## config.mk

```make
export PLATFORM = sky130hd
export DESIGN_NAME = lgcb_raster_ctrl_flat
export DESIGN_NICKNAME = d
export VERILOG_FILES = /design/src/lgcb_pkg.sv /design/src/lgcb_in_if.sv /design/src/lgcb_raster_ctrl.sv /design/src/flat_wrapper.sv
export SDC_FILE = /design/constraint.sdc
export NUM_CORES = 1
export LEC_CHECK = 0
export ABC_AREA = 1
export BUFFER_PORTS_ARGS = -buffer_cell sky130_fd_sc_hd__buf_2
export CAP_MARGIN = 20
export CELL_PAD_IN_SITES_DETAIL_PLACEMENT = 1
export CELL_PAD_IN_SITES_GLOBAL_PLACEMENT = 2
export CORE_ASPECT_RATIO = 2
export CORE_MARGIN = 10
export CORE_UTILIZATION = 33
export CTS_BUF_LIST = sky130_fd_sc_hd__clkbuf_8
export CTS_CLUSTER_DIAMETER = 50
export DETAILED_ROUTE_END_ITERATION = 8
export PLACE_DENSITY_LB_ADDON = 0.2
export SLEW_MARGIN = 20
export SYNTH_ARGS = -nofsm -noshare
export SYNTH_HDL_FRONTEND = slang
export SYNTH_SLANG_ARGS = --single-unit
export TNS_END_PERCENT = 1
```

## constraint.sdc

```tcl
create_clock -name clk_i -period 5.79 [get_ports clk_i]
set_input_delay 0.579 -clock clk_i [delete_from_list [all_inputs] [get_ports clk_i]]
set_output_delay 0.579 -clock clk_i [all_outputs]
set_load 0.005 [all_outputs]
```

## src/lgcb_pkg.sv

```systemverilog
// Shared types, constants and functions for the luma gated cross blend filter.
package lgcb_pkg;

  localparam int PIX_W          = 32;
  localparam int CH_W           = 8;
  localparam int NUM_CH         = 3;
  localparam int OUT_COL_W      = 10;
  localparam int OUT_ROW_W      = 12;

  localparam int CFG_IDX_W      = 2;
  localparam int CFG_DATA_W     = 13;
  localparam int FW_W           = 11;
  localparam int FH_W           = 13;
  localparam int FW_RESET       = 1024;
  localparam int FH_RESET       = 768;

  localparam int DEF_MAX_WIDTH  = 1024;
  localparam int DEF_MAX_HEIGHT = 4096;

  // Luma scaled by 1000: 299 R + 587 G + 114 B, at most 255000.
  localparam int LUMA_W         = 18;
  localparam int LUMA_R         = 299;
  localparam int LUMA_G         = 587;
  localparam int LUMA_B         = 114;
  localparam logic [LUMA_W-1:0] LUMA_THRESH = LUMA_W'(12000);

  // Cross tap count: centre, north, south, west, east.
  localparam int NUM_TAPS       = 5;

  // Weighted channel sum 2C+N+S+W+E, at most 1530.
  localparam int SUM_W          = 11;
  // Divide by six: (sum * 10923) >> 16 is exact for sums up to 1530.
  localparam int RECIP6_W       = 14;
  localparam int RECIP6         = 10923;
  localparam int RECIP_SHIFT    = 16;
  localparam int PROD_W         = SUM_W + RECIP6_W;

  typedef enum logic [CFG_IDX_W-1:0] {
    CFG_AA_ENABLE,
    CFG_FRAME_WIDTH,
    CFG_FRAME_HEIGHT
  } cfg_idx_e;

  // Per-pixel control that rides along the filter pipeline.
  typedef struct packed {
    logic [OUT_COL_W-1:0] col;
    logic [OUT_ROW_W-1:0] row;
    logic                 sel;
    logic                 has_up;
    logic                 interior;
    logic                 emit_own;
    logic                 frame_end;
  } pix_ctl_t;

  function automatic logic [LUMA_W-1:0] luma1000(input logic [PIX_W-1:0] p);
    luma1000 = LUMA_W'(p[7:0])   * LUMA_W'(LUMA_R)
             + LUMA_W'(p[15:8])  * LUMA_W'(LUMA_G)
             + LUMA_W'(p[23:16]) * LUMA_W'(LUMA_B);
  endfunction

endpackage

```

## src/lgcb_in_if.sv

```systemverilog
// Input pixel channel: valid/ready handshake carrying one RGBA pixel per beat.
interface lgcb_in_if import lgcb_pkg::*; ();
  logic             valid;
  logic             ready;
  logic [PIX_W-1:0] pixel_in;

  modport source (output valid, output pixel_in, input ready);
  modport sink   (input valid, input pixel_in, output ready);
endinterface

```

## src/lgcb_raster_ctrl.sv

```systemverilog
// Configuration registers, raster position counters and the first pipeline stage.
module lgcb_raster_ctrl import lgcb_pkg::*; #(
  parameter int MAX_WIDTH  = DEF_MAX_WIDTH,
  parameter int MAX_HEIGHT = DEF_MAX_HEIGHT
) (
  input  logic                          clk_i,
  input  logic                          rst_ni,
  input  logic                          cfg_we_i,
  input  logic [CFG_IDX_W-1:0]          cfg_idx_i,
  input  logic [CFG_DATA_W-1:0]         cfg_data_i,
  lgcb_in_if.sink                       pix_in,
  input  logic                          s1_ready_i,
  output logic                          mem_re_o,
  output logic                          mem_sel_o,
  output logic [$clog2(MAX_WIDTH)-1:0]  mem_col_o,
  output logic [$clog2(MAX_WIDTH)-1:0]  mem_col_nxt_o,
  output logic                          s1_valid_o,
  output pix_ctl_t                      s1_ctl_o,
  output logic [PIX_W-1:0]              s1_pixel_o
);

  localparam int CW  = $clog2(MAX_WIDTH);
  localparam int RW  = $clog2(MAX_HEIGHT);
  localparam int RW1 = RW + 1;
  localparam int WDW = $clog2(MAX_WIDTH + 1);
  localparam int HTW = $clog2(MAX_HEIGHT + 1);
  localparam logic [WDW-1:0] WD_RST =
    (FW_RESET > MAX_WIDTH) ? WDW'(MAX_WIDTH) : WDW'(FW_RESET);
  localparam logic [HTW-1:0] HT_RST =
    (FH_RESET > MAX_HEIGHT) ? HTW'(MAX_HEIGHT) : HTW'(FH_RESET);

  logic           aa_en_q;
  logic [WDW-1:0] wd_q, wd_cfg;
  logic [HTW-1:0] ht_q, ht_cfg;
  logic [FW_W-1:0] fw_raw;
  logic [FH_W-1:0] fh_raw;

  logic [CW-1:0]  col_cnt_q, col_cnt_d;
  logic [RW-1:0]  row_cnt_q, row_cnt_d;
  logic           sel_q, sel_d;

  logic           wrap_col;
  logic [CW-1:0]  col;
  logic [RW1-1:0] row_adj;
  logic [RW-1:0]  row;
  logic [WDW-1:0] col_n;
  logic [RW1-1:0] row_n;
  logic           last_col, last_row, has_up, interior;
  logic           ready1, accept;
  logic           s1_valid_q;
  pix_ctl_t       s1_ctl_q;
  logic [PIX_W-1:0] s1_pixel_q;

  // Clamp the written size into 1 .. MAX.
  always_comb begin
    fw_raw = cfg_data_i[FW_W-1:0];
    fh_raw = cfg_data_i[FH_W-1:0];
    if (fw_raw == '0) begin
      wd_cfg = WDW'(1);
    end else if (int'(fw_raw) > MAX_WIDTH) begin
      wd_cfg = WDW'(MAX_WIDTH);
    end else begin
      wd_cfg = WDW'(fw_raw);
    end
    if (fh_raw == '0) begin
      ht_cfg = HTW'(1);
    end else if (int'(fh_raw) > MAX_HEIGHT) begin
      ht_cfg = HTW'(MAX_HEIGHT);
    end else begin
      ht_cfg = HTW'(fh_raw);
    end
  end

  always_ff @(posedge clk_i or negedge rst_ni) begin
    if (!rst_ni) begin
      aa_en_q <= 1'b1;
      wd_q    <= WD_RST;
      ht_q    <= HT_RST;
    end else if (cfg_we_i) begin
      unique case (cfg_idx_i)
        CFG_AA_ENABLE:    aa_en_q <= cfg_data_i[0];
        CFG_FRAME_WIDTH:  wd_q    <= wd_cfg;
        CFG_FRAME_HEIGHT: ht_q    <= ht_cfg;
        default: ;
      endcase
    end
  end

  // Position of the incoming pixel, with the wrap for a size that shrank.
  always_comb begin
    wrap_col = WDW'(col_cnt_q) >= wd_q;
    col      = wrap_col ? '0 : col_cnt_q;
    row_adj  = RW1'(row_cnt_q) + RW1'(wrap_col);
    row      = (row_adj >= RW1'(ht_q)) ? '0 : row_adj[RW-1:0];
    col_n    = WDW'(col) + WDW'(1);
    row_n    = RW1'(row) + RW1'(1);
    last_col = col_n == wd_q;
    last_row = row_n == RW1'(ht_q);
    has_up   = row != '0;
    interior = aa_en_q && (RW1'(row) >= RW1'(2)) && (col != '0) && !last_col;
  end

  always_comb begin
    col_cnt_d = col_cnt_q;
    row_cnt_d = row_cnt_q;
    sel_d     = sel_q;
    if (accept) begin
      if (last_col) begin
        col_cnt_d = '0;
        sel_d     = !sel_q;
        row_cnt_d = last_row ? '0 : row_n[RW-1:0];
      end else begin
        col_cnt_d = col_n[CW-1:0];
        row_cnt_d = row;
      end
    end
  end

  assign ready1       = !s1_valid_q || s1_ready_i;
  assign accept       = pix_in.valid && ready1;
  assign pix_in.ready = ready1;

  always_ff @(posedge clk_i or negedge rst_ni) begin
    if (!rst_ni) begin
      col_cnt_q  <= '0;
      row_cnt_q  <= '0;
      sel_q      <= 1'b0;
      s1_valid_q <= 1'b0;
    end else begin
      col_cnt_q <= col_cnt_d;
      row_cnt_q <= row_cnt_d;
      sel_q     <= sel_d;
      // Drop pixels that emit nothing (first row) right here.
      if (ready1) begin
        s1_valid_q <= accept && (has_up || last_row);
      end
    end
  end

  always_ff @(posedge clk_i) begin
    if (accept) begin
      s1_ctl_q.col       <= OUT_COL_W'(col);
      s1_ctl_q.row       <= OUT_ROW_W'(row);
      s1_ctl_q.sel       <= sel_q;
      s1_ctl_q.has_up    <= has_up;
      s1_ctl_q.interior  <= interior;
      s1_ctl_q.emit_own  <= last_row;
      s1_ctl_q.frame_end <= last_col;
      s1_pixel_q         <= pix_in.pixel_in;
    end
  end

  assign mem_re_o      = accept;
  assign mem_sel_o     = sel_q;
  assign mem_col_o     = col;
  assign mem_col_nxt_o = col_n[CW-1:0];
  assign s1_valid_o    = s1_valid_q;
  assign s1_ctl_o      = s1_ctl_q;
  assign s1_pixel_o    = s1_pixel_q;

endmodule

```

## src/flat_wrapper.sv

```systemverilog
// flat-port wrapper written by rule: the top's interface ports become plain ports
module lgcb_raster_ctrl_flat import lgcb_pkg::*;
#(
  parameter int MAX_WIDTH  = DEF_MAX_WIDTH,
  parameter int MAX_HEIGHT = DEF_MAX_HEIGHT
)
  (clk_i, rst_ni, cfg_we_i, cfg_idx_i, cfg_data_i, s1_ready_i, mem_re_o, mem_sel_o, mem_col_o, mem_col_nxt_o, s1_valid_o, s1_ctl_o, s1_pixel_o, pix_in_valid, pix_in_pixel_in, pix_in_ready);
  lgcb_in_if pix_in_i ();
  input  logic clk_i;
  input  logic rst_ni;
  input  logic cfg_we_i;
  input  logic [CFG_IDX_W-1:0] cfg_idx_i;
  input  logic [CFG_DATA_W-1:0] cfg_data_i;
  input  logic s1_ready_i;
  output logic mem_re_o;
  output logic mem_sel_o;
  output logic [$clog2(MAX_WIDTH)-1:0] mem_col_o;
  output logic [$clog2(MAX_WIDTH)-1:0] mem_col_nxt_o;
  output logic s1_valid_o;
  output pix_ctl_t s1_ctl_o;
  output logic [PIX_W-1:0] s1_pixel_o;
  input wire logic [$bits(pix_in_i.valid)-1:0] pix_in_valid;
  input wire logic [$bits(pix_in_i.pixel_in)-1:0] pix_in_pixel_in;
  output wire logic [$bits(pix_in_i.ready)-1:0] pix_in_ready;
  assign pix_in_i.valid = pix_in_valid;
  assign pix_in_i.pixel_in = pix_in_pixel_in;
  assign pix_in_ready = pix_in_i.ready;
  lgcb_raster_ctrl #(.MAX_WIDTH(MAX_WIDTH), .MAX_HEIGHT(MAX_HEIGHT)) u_core (.clk_i(clk_i), .rst_ni(rst_ni), .cfg_we_i(cfg_we_i), .cfg_idx_i(cfg_idx_i), .cfg_data_i(cfg_data_i), .pix_in(pix_in_i), .s1_ready_i(s1_ready_i), .mem_re_o(mem_re_o), .mem_sel_o(mem_sel_o), .mem_col_o(mem_col_o), .mem_col_nxt_o(mem_col_nxt_o), .s1_valid_o(s1_valid_o), .s1_ctl_o(s1_ctl_o), .s1_pixel_o(s1_pixel_o));
endmodule
```

Word-level counts from Yosys, hierarchy flattened:

Index checks and enable logic that the tools add are counted.

* register bits: 108
* input bits: 52
* logic and storage cells: 55
* output and inout bits: 83

* add/sub/neg operators: 3
* reduce and logical (&&, ||, !) cells: 19
* eq/ne operators: 4
* order comparisons: 5
* multiplexer cells: 9

Operators with widths (number)
* $mux 12: 3
* $mux 13: 2
* $mux 11: 2
* $mux 10: 2
* $add 12x1->13: 1
* $add 12x1->13 const B: 1
* $eq 13x13->1: 1
* $ge 13x13->1: 1
* $gt 13x13->1 const B: 1
* $logic_not 13->1: 1
* $ge 12x2->1 const B: 1
* $reduce_bool 12->1: 1
* $add 10x1->11 const B: 1
* $eq 11x11->1: 1
* $ge 10x11->1: 1
* $gt 11x11->1 const B: 1
* $logic_not 11->1: 1
* $reduce_bool 10->1: 1
* $reduce_and 2->1: 4
* $logic_and 1x1->1: 5
* $logic_not 1->1: 3
* $eq 2x1->1 const B: 1
* $eq 2x2->1 const B: 1
* $logic_not 2->1: 1
* $logic_or 1x1->1: 2

Longest topological paths before layout:

Gate-level depths: netlist (run 1).

* word-level depth: 8
* gate-level depth with buffers: 42
* depth with buffers taken out: 42

Least setup slack after synthesis (run 1):

Ideal clock, no wire load.

* kind: register to register
* from: register u_core.col_cnt_q[6]
* to: register u_core.row_cnt_q[0]
* setup slack: 1070 ps
* library setup time: 123 ps
* data required time: 5667 ps
* cell stages (with the launch flop): 37
* data arrival time: 4597 ps
* buffers on the path: 1
* period minus slack after synthesis: 4720 ps
* cells stage by stage: dfrtp_1 -> ha_1 -> nand2_2 -> inv_2 -> nand2_1 -> nand2_1 -> nand2_4 -> nand2_4 -> inv_1 -> nand2_1 -> ha_1 -> ha_1 -> nand2_1 -> nor2_4 -> nand2_1 -> nor4_1 -> ha_1 -> nand2_1 -> inv_1 -> a21oi_2 -> nand2_2 -> nor2_8 -> nand2_4 -> nor2_1 -> ha_1 -> inv_1 -> nor2_4 -> nand2_1 -> nand2_1 -> nand2_1 -> nand2_1 -> nand2_1 -> nor2_1 -> nand3_2 -> buf_6 -> o21ai_1 -> a21oi_1

* longest elaborated chain between the ends: 8
* elaborated cells between the ends (all ways): 11
* those cells by class: add/sub: 3; order compare: 2; eq/ne: 2; mux: 4

Ends and longest elaborated chain
* start: declaration: line lgcb_raster_ctrl.sv:38 `logic [CW-1:0] col_cnt_q, col_cnt_d;`
* start signal: assignment: line lgcb_raster_ctrl.sv:130 `col_cnt_q <= col_cnt_d;`
* $ge 10x11->1 *: line lgcb_raster_ctrl.sv:91 `wrap_col = WDW'(col_cnt_q) >= wd_q;`
* $add 12x1->13 *: line lgcb_raster_ctrl.sv:93 `row_adj = RW1'(row_cnt_q) + RW1'(wrap_col);`
* $ge 13x13->1: line lgcb_raster_ctrl.sv:94 `row = (row_adj >= RW1'(ht_q)) ? '0 : row_adj[RW-1:0];`
* $mux 12 *: line lgcb_raster_ctrl.sv:94
* net u_core.row[0]: line lgcb_raster_ctrl.sv:45 `logic [RW-1:0] row;`
* $add 12x1->13: line lgcb_raster_ctrl.sv:96 `row_n = RW1'(row) + RW1'(1);`
* $eq 13x13->1: line lgcb_raster_ctrl.sv:98 `last_row = row_n == RW1'(ht_q);`
* $mux 12: line lgcb_raster_ctrl.sv:111 `row_cnt_d = last_row ? '0 : row_n[RW-1:0];`
* $mux 12 *: line lgcb_raster_ctrl.sv:108 `if (last_col) begin`
* end signal: assignment: line lgcb_raster_ctrl.sv:131 `row_cnt_q <= row_cnt_d;`
* end: declaration: line lgcb_raster_ctrl.sv:39 `logic [RW-1:0] row_cnt_q, row_cnt_d;`

The timed path passes the listed nets; every way through them passes the cells marked *.
A chain may end at the register's enable or synchronous reset.

Final worst setup path (run 1):

* from: register u_core.col_cnt_q[6]
* to: register u_core.row_cnt_q[3]

* longest elaborated chain between the ends: 8
* elaborated cells between the ends (all ways): 11
* those cells by class: add/sub: 3; order compare: 2; eq/ne: 2; mux: 4

Ends and longest elaborated chain (line)
* $ge 10x11->1 *: lgcb_raster_ctrl.sv:91
* $add 12x1->13 *: lgcb_raster_ctrl.sv:93
* $ge 13x13->1: lgcb_raster_ctrl.sv:94
* $mux 12 *: lgcb_raster_ctrl.sv:94
* net u_core.row[1]: lgcb_raster_ctrl.sv:45
* $add 12x1->13 *: lgcb_raster_ctrl.sv:96
* $eq 13x13->1: lgcb_raster_ctrl.sv:98
* $mux 12 *: lgcb_raster_ctrl.sv:111
* $mux 12 *: lgcb_raster_ctrl.sv:108

Marks and branches as above.

==> out/qor.yml, run 1 <==
status: "completed"
first_pass_iters: 4
cp-end-kind: "register"
worst-path-max-fanout: 13
syn_nets: 873
dp.final_hpwl_um: 21200
grt_overflow_total: 0
final_cell_count_no_fill: 1217
synthArstFlopShare_pct: 45.4
antenna_cells: 0
combPwrFrac_pct: 56.9
final_common_cell: "nand2_1"
core_sq_um: 19500
syn_inst: 791
vias: 6086
final_area_sq_um: 7960
area_delta_synth_final_pct: 21.6
row_count: 72
synth_edf_count: 59
maxSlewHeadroom_pct: 46.2
ys_ff_latch: 108
switching_share_pct: 49.7
hold_violations: 0
final_cell_mix: "179 x nand2_1, 134 x buf_2, 117 x inv_1"
power_frac_seq_pct: 30.0
htreeDepth: 3
syn_avg_cell_area_sq_um: 8.28
track_usage_pct: 19.2
grt_max_degree: 50
via_per_inst: 5.00
drt_iter0_markers: 266
cp.required_ns: 6.08
wirelength_um: 25400
regArea_sq_um: 3000
grt_pass1_vias: 6529
cts_root_buf: "clkbuf_8"
cp-start-kind: "register"
ys_types: 43
setup.worst_path.class: "register to register"
initial_core_util_pct: 33.6
rr_worst_depth: 38
timing.fmax_mhz: 184
final_util_pct: 40.9
fillers: 2467
drc: 0
p_switching_mw: 1.83
clk_pin_slew_ns: 0.13
internal_power_mw: 1.86
nets: 1035
gp_congestion: 0.911
ios: 135
clockPowerShare_pct: 13.1
maxCapViolCount: 0
drv_slew: 0
numCtsBuffers: 9
antenna_left: 0
tightest_slew_ns: 0.804
cts_tree: "built"
yosys_warnings: 0
port_buffers: 134
ir_drop_mv: 0.222
netlist_area_sq_um: 6550
finalSetupViolations: 0
crit_arrival_ns: 5.73
hold_buffers: 0
r2r_setup_slack_ns: 0.35
cpMostUsedCell: "nand2_1"
die_w_um: 120
drive_gt1_share_pct: 27.2
yosysTopAreaCell: "edfxtp_1"
powerDensity_nw_per_um2: 464
dieHeight_um: 219
cpPeakStageDelay_ns: 0.48
hold_class: "input pin to async pin"
fp.dieArea_sq_um: 26200
clockBufferDepth: 2
placed_area_sq_um: 7680
wl_per_cell_um: 20.9
clk_latency_ns: 0.41
yosys-top-cells-area: "edfxtp_1 27%, dfrtp_1 17%, nand2_1 10%, inv_1 6.8%, nand3_1 6.0%"
fin_crit_sh_pct: 93.9
slowest_stage: "dfrtp_1"
antenna_found_initial: 0
dpl.cell_count: 1198
fin_skew_ns: 0.0235
dominantRegCellSynth: "edfxtp_1"
power_leakage_nw: 3.89
numClockSinks: 108
grt_pass1_wl_um: 37900
finalCriticalPeriod_ns: 5.44
multi_input_area_sq_um: 3030
synth_top_area_share_pct: 27.1
seq_area_frac_synth_pct: 45.9
[worst max-delay path, delay by kind of cell, from the launching register on]
kind | cells | cell delay, ns
compound gates | 2 | 0.24
fa+ha+maj | 5 | 1.24
buf+inv | 7 | 0.71
flops | 1 | 0.48
simple gates | 24 | 2.64
[power by group through the flow]
stage | Combinational [mW] | Clock (mW) | Sequential (mW)
2_1_floorplan | 1.24 | 0 | 1.11
3_3_place_gp | 2.07 | 0 | 1.12
3_5_place_dp | 2.08 | 0 | 1.12
4_1_cts | 2.08 | 0.495 | 1.11
5_1_grt | 2.32 | 0.525 | 1.13
6_report | 2.10 | 0.485 | 1.11
[what timing repair did]
action                     in CTS  in global routing
buffers inserted                0                  3
gates resized for setup         0                 12
setup endpoints to repair       0                 14
[worst paths after layout]
| kind | start | to |
|---|---|---|
| min in group clk_i | pix_in_pixel_in[0] | u_core.s1_pixel_o[0]$_DFFE_PP_ |
| max in group asynchronous | rst_ni | u_core.row_cnt_q[10]$_DFFE_PN0P_ |
| max | u_core.col_cnt_q[6]$_DFFE_PN0P_ | u_core.row_cnt_q[3]$_DFFE_PN0P_ |
| min reg2reg | u_core.mem_sel_o$_DFFE_PN0P_ | u_core.s1_ctl_o[4]$_DFFE_PP_ |
| max reg2reg | u_core.col_cnt_q[6]$_DFFE_PN0P_ | u_core.row_cnt_q[3]$_DFFE_PN0P_ |
| min | rst_ni | u_core.col_cnt_q[3]$_DFFE_PN0P_ |
[stage by stage]
step | hold WS [ns] | worst slack (ns) | power, mW | TNS [ns]
floorplan | 0.283 | 1.07 | 2.36 | 0
global placement | 0.480 | 0.215 | 3.19 | 0
detailed placement | 0.491 | 0.215 | 3.20 | 0
CTS | 0.321 | 0.166 | 3.69 | 0
global route | 0.316 | -0.00378 | 3.98 | -0.00378
finish | 0.299 | 0.351 | 3.69 | 0
[Yosys cell counts (3+ instances only)]
| cell type | count |
|---|---|
| a21oi_1 | 32 |
| buf_6 | 3 |
| clkbuf_1 | 5 |
| dfrtp_1 | 45 |
| dfstp_2 | 4 |
| edfxtp_1 | 59 |
| ha_1 | 30 |
| inv_1 | 119 |
| inv_2 | 8 |
| nand2_1 | 181 |
| nand2_2 | 9 |
| nand2_4 | 4 |
| nand3_1 | 78 |
| nand3_2 | 4 |
| nand3b_1 | 4 |
| nand4_1 | 20 |
| nor2_1 | 70 |
| nor2_2 | 22 |
| nor2_4 | 5 |
| nor2_8 | 3 |
| nor3_1 | 10 |
| nor4_1 | 5 |
| o21ai_0 | 15 |
| o21ai_1 | 8 |
| o21ai_2 | 4 |
| o22ai_1 | 18 |
| xnor2_1 | 4 |
[cells by family after synthesis]
logic type               after synthesis  synth area share [%]
XOR/XNOR                               6                 0.803
AND/OR/NAND/NOR                      425                  31.8
AO/OA/AOI/OAI                         82                  7.19
buffers and inverters                140                  8.64
adder cells (fa/ha/maj)               30                  5.73
flip-flops                           108                  45.9
[per-layer routing]
metal / part of all wire [%] / GRT usage [%] / vias to the layer above
met4: 5.5 / 11.2 / 0
met5: 0 / 0 / -
li1: - / - / 2935
met2: 61 / 40.7 / 130
met1: 30 / 15.2 / 2967
met3: 3.1 / 3.19 / 54
[flip-flops by register name, summed over array words and instances (netlist names)]
name,cells
u_core.aa_en_q,1
u_core.col_cnt_q,10
u_core.ht_q,13
u_core.mem_sel_o,1
u_core.row_cnt_q,12
u_core.s1_ctl_o,27
u_core.s1_pixel_o,32
u_core.s1_valid_o,1
u_core.wd_q,11
[layout make-up]
class / count / share of cell area (%)
inverters: 128 / 6.05
multi-input cells: 543 / 38.1
clock inverters: 7 / 0.990
well taps: 259 / 4.07
flip-flops and latches: 108 / 37.7
clock buffers: 9 / 1.56
repair buffers: 163 / 11.5
No activity file was read; power rests on OpenSTA's default activity.
==> run 2: changes to the inputs <==
--- a/config.mk
+++ b/config.mk
@@ -6,17 +6,18 @@
 export NUM_CORES = 1
 export LEC_CHECK = 0
 export ABC_AREA = 1
-export BUFFER_PORTS_ARGS = -buffer_cell sky130_fd_sc_hd__buf_2
 export CAP_MARGIN = 20
 export CELL_PAD_IN_SITES_DETAIL_PLACEMENT = 1
 export CELL_PAD_IN_SITES_GLOBAL_PLACEMENT = 2
 export CORE_ASPECT_RATIO = 2
 export CORE_MARGIN = 10
-export CORE_UTILIZATION = 33
+export CORE_UTILIZATION = 39
 export CTS_BUF_LIST = sky130_fd_sc_hd__clkbuf_8
 export CTS_CLUSTER_DIAMETER = 50
 export DETAILED_ROUTE_END_ITERATION = 8
+export DONT_BUFFER_PORTS = 1
 export PLACE_DENSITY_LB_ADDON = 0.2
+export RECOVER_POWER = 50
 export SLEW_MARGIN = 20
 export SYNTH_ARGS = -nofsm -noshare
 export SYNTH_HDL_FRONTEND = slang
==> run 2 against run 1 <==
- the run now ends with capacitance limit, slew limit left
- via count is 9.7% lower
- critical path depth is 2 lower
- critical endpoint is now u_core.row_cnt_q[1]$_DFFE_PN0P_
- core utilization is 2.1 points higher
- highest routed layer unchanged
- first-iteration DRC count is 3.8% lower
- flip-flop and latch count stayed put
- clock-buffer cell count stayed put
- sequential share of layout area is 4.3 points higher
- routed wire length is 15% lower
- final cell count is 16% lower
- sequential power hardly changed
- worst setup slack better by 0.072 ns
- non-clock buffer count is 146 lower
==> out/qor.yml, run 2 (same netlist as run 1, synthesis figures left out) <==
via_per_inst: 5.38  # +7.6%
clockBufferDepth: 2  # unchanged
fin_ws_ns: 0.423  # +0.0720 ns
maxSlewHeadroom_pct: -86.7  # -130 points
clk_latency_ns: 0.40  # about the same
wl_per_cell_um: 21.1  # +1.3%
drive_gt1_share_pct: 14.6  # -13 points
p_total_mw: 3.43  # -7.2%
gp_congestion: 0.847  # -7.0%
antenna_cells: 0  # unchanged
crit_arrival_ns: 5.66  # -0.07 ns
clk_pin_slew_ns: 0.11  # -0.02 ns
drt_iter0_markers: 256  # -3.8%
worst-path-max-fanout: 8  # -5
antenna_left: 0  # unchanged
die_w_um: 112  # -6.7%
hold_class: "input pin to register"
nets: 891  # -14%
internal_power_mw: 1.71  # -7.8%
cts_tree: "built"
final_cell_mix: "179 x nand2_1, 117 x inv_1, 78 x nand3_1"
first_pass_iters: 4  # unchanged
setup.worst_path.class: "register to register"
r2r_setup_slack_ns: 0.42  # +0.07 ns
port_buffers: 0  # -100%
core_sq_um: 16600  # -15%
cts_root_buf: "clkbuf_8"
cp.required_ns: 6.08  # about the same
dp_slack_ns: 0.103  # -0.112 ns
clockPowerShare_pct: 12.8  # -0.3 points
power_frac_seq_pct: 33.1  # +3.1 points
fp.dieArea_sq_um: 22700  # -13%
finalSetupViolations: 0  # unchanged
ios: 135  # unchanged
largest_reg_flops: 32  # unchanged
cp-start-kind: "register"
fin_skew_ns: 0.0114  # -0.0121 ns
final_common_cell: "nand2_1"
dieHeight_um: 203  # -7.3%
switching_share_pct: 50.0  # +0.28 points
numCtsBuffers: 9  # unchanged
maxCapViolCount: 1  # +1
dp.final_hpwl_um: 16800  # -21%
tightest_slew_ns: 2.80  # +2.00 ns
track_usage_pct: 18.3  # -0.88 points
slowest_stage: "dfrtp_1"
powerDensity_nw_per_um2: 479  # +3.3%
numClockSinks: 108  # unchanged
fin_crit_sh_pct: 92.7  # -1.2 points
wirelength_um: 21600  # -15%
p_switching_mw: 1.71  # -6.7%
combPwrFrac_pct: 54.1  # -2.8 points
violations: "capacitance limit, slew limit"
ir_drop_mv: 0.164  # -26%
grt_pass1_vias: 5652  # -13%
power_leakage_nw: 3.25  # -16%
drv_slew: 47  # +47
hold_violations: 0  # unchanged
status: "complete, but fails checks"
antenna_found_initial: 0  # unchanged
grt_overflow_total: 0  # unchanged
fin_setup_tns_ns: 0  # unchanged
drc: 0  # unchanged
cpMostUsedCell: "nand2_1"
htreeDepth: 3  # unchanged
grt_pass1_wl_um: 32700  # -14%
whs_ns: 0.269  # -0.0307 ns
cp-end-kind: "register"
finalCriticalPeriod_ns: 5.37  # -0.0720 ns
area_delta_synth_final_pct: 9.16
row_count: 67  # -6.9%
cpPeakStageDelay_ns: 0.39  # -0.09 ns
grt_max_degree: 90  # +80%
initial_core_util_pct: 39.4  # +5.8 points
vias: 5496  # -9.7%
timing.fmax_mhz: 186  # +1.3%
## run 2: cell types whose count changed in the layout (fill, tap and decap cells not counted), moves of 3 or more
cell,delta
buf_4,-14
nor2_1,-4
clkbuf_1,+3
buf_2,-134
inv_6,+3
nand3_4,+4
## run 2: repair_timing
action | in CTS | in global routing
endpoints found under the hold margin | 46 | 0
endpoints found under the setup margin | 0 | 14
buffers inserted | 0 | 5
gates resized for setup | 0 | 27
hold buffers | 2 | 0
## run 2: area by class of cell
class / instances / area, sq um
Tap cell: 207 / 259
Sequential cell: 108 / 3000
Multi-Input combinational cell: 545 / 3110
Clock buffer: 9 / 124
Fill cell: 2041 / 9450
Inverter: 128 / 482
Timing Repair Buffer: 17 / 119
Clock inverter: 7 / 47.5
## run 2: worst max-delay path: cells and delay by family (launching register included)
family,cells,cell delay (ns)
adders and majority gates,5,1.19
AOI/OAI and AO/OA,2,0.29
and+or+nand+nor,24,2.82
DFF,1,0.39
buffers and inverters,5,0.56
## run 2: power by group through the flow
stage | Combinational, mW | Sequential [mW] | Clock, mW
4_1_cts | 1.75 | 1.14 | 0.453
2_1_floorplan | 1.24 | 1.11 | 0
3_3_place_gp | 1.71 | 1.15 | 0
3_5_place_dp | 1.73 | 1.16 | 0
6_report | 1.85 | 1.13 | 0.438
5_1_grt | 2.08 | 1.16 | 0.484
## run 2: stage by stage
step	area [sq um]	instances	utilization, %
final	7150	1021	43.0
after global routing	7150	1021	43.0
after global placement	6800	996	40.9
after floorplan	6550	791	-
after CTS	7010	1014	42.2
after detailed placement	6800	996	40.9
## run 2: worst paths after layout
| kind | start | end | depth (start not counted) |
|---|---|---|---|
| min in group asynchronous | rst_ni | u_core.ht_q[9]$_DFFE_PN1P_ | 1 |
| hold reg to reg | u_core.mem_sel_o$_DFFE_PN0P_ | u_core.mem_sel_o$_DFFE_PN0P_ | 1 |
| setup / recovery | u_core.wd_q[6]$_DFFE_PN0P_ | u_core.row_cnt_q[1]$_DFFE_PN0P_ | 36 |
| hold / removal | pix_in_pixel_in[22] | u_core.s1_pixel_o[22]$_DFFE_PP_ | 0 |
| setup reg to reg | u_core.wd_q[6]$_DFFE_PN0P_ | u_core.row_cnt_q[1]$_DFFE_PN0P_ | 36 |
| max in group asynchronous | rst_ni | u_core.col_cnt_q[6]$_DFFE_PN0P_ | 1 |
## run 2: routing by layer
metal | global-route usage, % | up-vias | part of all wire, %
met5 | 0 | - | 0
met4 | 5.03 | 0 | 1.3
met3 | 3.88 | 18 | 4.1
met2 | 32.1 | 107 | 52
met1 | 21.9 | 2715 | 42
li1 | - | 2656 | -
==> run 3: changes to the inputs <==
--- a/config.mk
+++ b/config.mk
@@ -11,8 +11,7 @@
 export CELL_PAD_IN_SITES_GLOBAL_PLACEMENT = 2
 export CORE_ASPECT_RATIO = 2
 export CORE_MARGIN = 10
-export CORE_UTILIZATION = 39
-export CTS_BUF_LIST = sky130_fd_sc_hd__clkbuf_8
+export CORE_UTILIZATION = 38
 export CTS_CLUSTER_DIAMETER = 50
 export DETAILED_ROUTE_END_ITERATION = 8
 export DONT_BUFFER_PORTS = 1
==> run 3 against run 2 <==
- the flow still finishes with violations (capacitance limit, slew limit)
- total power is 8.8% higher
- design area is 1.9% higher
- core utilization is 0.15 points higher
- clock power is 46% higher
- fmax is 1.4% lower
- combinational power is 5% higher
- die area is 2.3% higher
- largest cell class unchanged
==> out/qor.yml, run 3 (same netlist as run 1, synthesis figures left out) <==
drt_iter0_markers: 271  # +5.9%
nets: 896  # +0.56%
antenna_found_initial: 0  # unchanged
ir_drop_mv: 0.179  # +9.1%
cts_tree: "built"
p_total_mw: 3.73  # +8.8%
numCtsBuffers: 9  # unchanged
core_sq_um: 16800  # +1.5%
finalCriticalPeriod_ns: 5.44  # +0.0764 ns
finalSetupViolations: 0  # unchanged
initial_core_util_pct: 38.9  # -0.59 points
r2r-end: "u_core.row_cnt_q[7]$_DFFE_PN0P_"
clk_pin_slew_ns: 0.08  # -0.03 ns
wl_per_cell_um: 24.0  # +14%
ios: 135  # unchanged
row_count: 67  # unchanged
crit_path_start: "u_core.col_cnt_q[6]$_DFFE_PN0P_"
final_cell_mix: "175 x nand2_1, 117 x inv_1, 78 x nand3_1"
clk_latency_ns: 0.37  # -0.03 ns
largest_reg_flops: 32  # unchanged
slowest_stage: "dfrtp_1"
cp-end-kind: "register"
cpMostUsedCell: "nand2_1"
crit_arrival_ns: 5.69  # +0.03 ns
hold_violations: 0  # unchanged
fin_crit_sh_pct: 94.0  # +1.3 points
drc: 0  # unchanged
final_common_cell: "nand2_1"
grt_max_degree: 54  # -40%
final_util_pct: 43.2  # +0.15 points
dieHeight_um: 206  # +1.2%
htreeDepth: 3  # unchanged
cpPeakStageDelay_ns: 0.46  # +0.07 ns
cts_root_buf: "clkbuf_16"
area_delta_synth_final_pct: 11.2
antenna_left: 0  # unchanged
hold_class: "input pin to async pin"
r2r_setup_slack_ns: 0.35  # -0.08 ns
gp_congestion: 0.935  # +10%
fillers: 2029  # -0.59%
vias: 5727  # +4.2%
timing.fmax_mhz: 184  # -1.4%
tightest_slew_ns: 2.75  # -0.0515 ns
grt_pass1_vias: 6121  # +8.3%
final_cell_count_no_fill: 1026  # +0.49%
antenna_cells: 0  # unchanged
numClockSinks: 108  # unchanged
cp.required_ns: 6.04  # -0.04 ns
worst-path-max-fanout: 13  # +5
first_pass_iters: 4  # unchanged
grt_overflow_total: 0  # unchanged
dpl.cell_count: 1000  # +0.40%
drv_slew: 46  # -2.1%
fp.dieArea_sq_um: 23200  # +2.3%
clockBufferDepth: 2  # unchanged
powerDensity_nw_per_um2: 512  # +6.8%
violations: "capacitance limit, slew limit"
regToRegStartpoint: "u_core.col_cnt_q[6]$_DFFE_PN0P_"
die_w_um: 113  # +1.1%
whs_ns: 0.0434  # -0.225 ns
maxCapViolCount: 1  # unchanged
drive_gt1_share_pct: 15.1  # +0.52 points
maxSlewHeadroom_pct: -83.2  # +3.4 points
port_buffers: 0  # unchanged
dp.final_hpwl_um: 20100  # +20%
status: "complete, but fails checks"
power_leakage_nw: 3.35  # +3.0%
track_usage_pct: 20.7  # +2.5 points
fin_skew_ns: 0.00895  # -0.00244 ns
via_per_inst: 5.58  # +3.7%
wirelength_um: 24600  # +14%
rr_worst_depth: 35  # -2.8%
cp-start-kind: "register"
grt_pass1_wl_um: 36400  # +11%
setup.worst_path.class: "register to register"
run 3: cell count changes in the layout (fill, tap and decap cells not counted), moves of 4 or more:
cell | previous run | this run
clkbuf_16 | 0 | 9
clkbuf_8 | 9 | 0
buf_4 | 13 | 19
nand2_1 | 179 | 175
nand2_2 | 11 | 15
nand3_4 | 6 | 2
nor2_1 | 63 | 67
run 3: layout make-up:
| type | instances | area, sq um | share of cell area (%) |
|---|---|---|---|
| Multi-Input combinational cell | 543 | 3040 | 41.7 |
| Sequential cell | 108 | 3000 | 41.3 |
| Inverter | 128 | 482 | 6.62 |
| Tap cell | 207 | 259 | 3.56 |
| Clock buffer | 9 | 225 | 3.09 |
| Timing Repair Buffer | 24 | 194 | 2.66 |
| Clock inverter | 7 | 77.6 | 1.07 |
run 3: through the flow:
step	setup slack [ns]	TNS [ns]	cell area [sq um]
floorplan	1.07	0	6550
global placement	0.331	0	6850
detailed placement	0.161	0	6850
CTS	0.135	0	7180
global route	-0.0400	-0.130	7280
finish	0.346	0	7280
run 3: worst max-delay path: cells and delay by family, from the launching register on:
kind / cells / cell delay [ns]
buf+inv: 6 / 0.75
flops: 1 / 0.46
fa+ha+maj: 5 / 1.24
simple gates: 22 / 2.63
compound gates: 2 / 0.23
run 3: worst max path at each step:
stage | end | slack, ns | depth (start not counted)
floorplan | u_core.row_cnt_q[0]$_DFFE_PN0P_ | 1.07 | 36
global placement | u_core.row_cnt_q[7]$_DFFE_PN0P_ | 0.33 | 34
detailed placement | u_core.row_cnt_q[2]$_DFFE_PN0P_ | 0.16 | 35
CTS | u_core.row_cnt_q[7]$_DFFE_PN0P_ | 0.14 | 35
global route | u_core.row_cnt_q[3]$_DFFE_PN0P_ | -0.04 | 37
finish | u_core.row_cnt_q[7]$_DFFE_PN0P_ | 0.35 | 35
run 3: per-layer routing:
layer	global-route usage [%]	share of wire (%)	wire length, um
met5	0	0	0
met4	17.1	8.3	2040
met3	3.44	3.8	937
met2	40.8	59	14400
met1	17.1	29	7230
run 3: timing repair:
item | CTS | global route
endpoints found under the hold margin | 45 | 0
hold buffers | 1 | 0
endpoints found under the setup margin | 0 | 14
buffers inserted | 0 | 9
gates resized for setup | 0 | 20
run 3: power breakdown:
group / total (mW) / internal (mW) / switching [mW]
Combinational: 1.94 / 0.592 / 1.35
Sequential: 1.14 / 0.998 / 0.146
Clock: 0.640 / 0.307 / 0.333
Total: 3.73 / 1.90 / 1.83
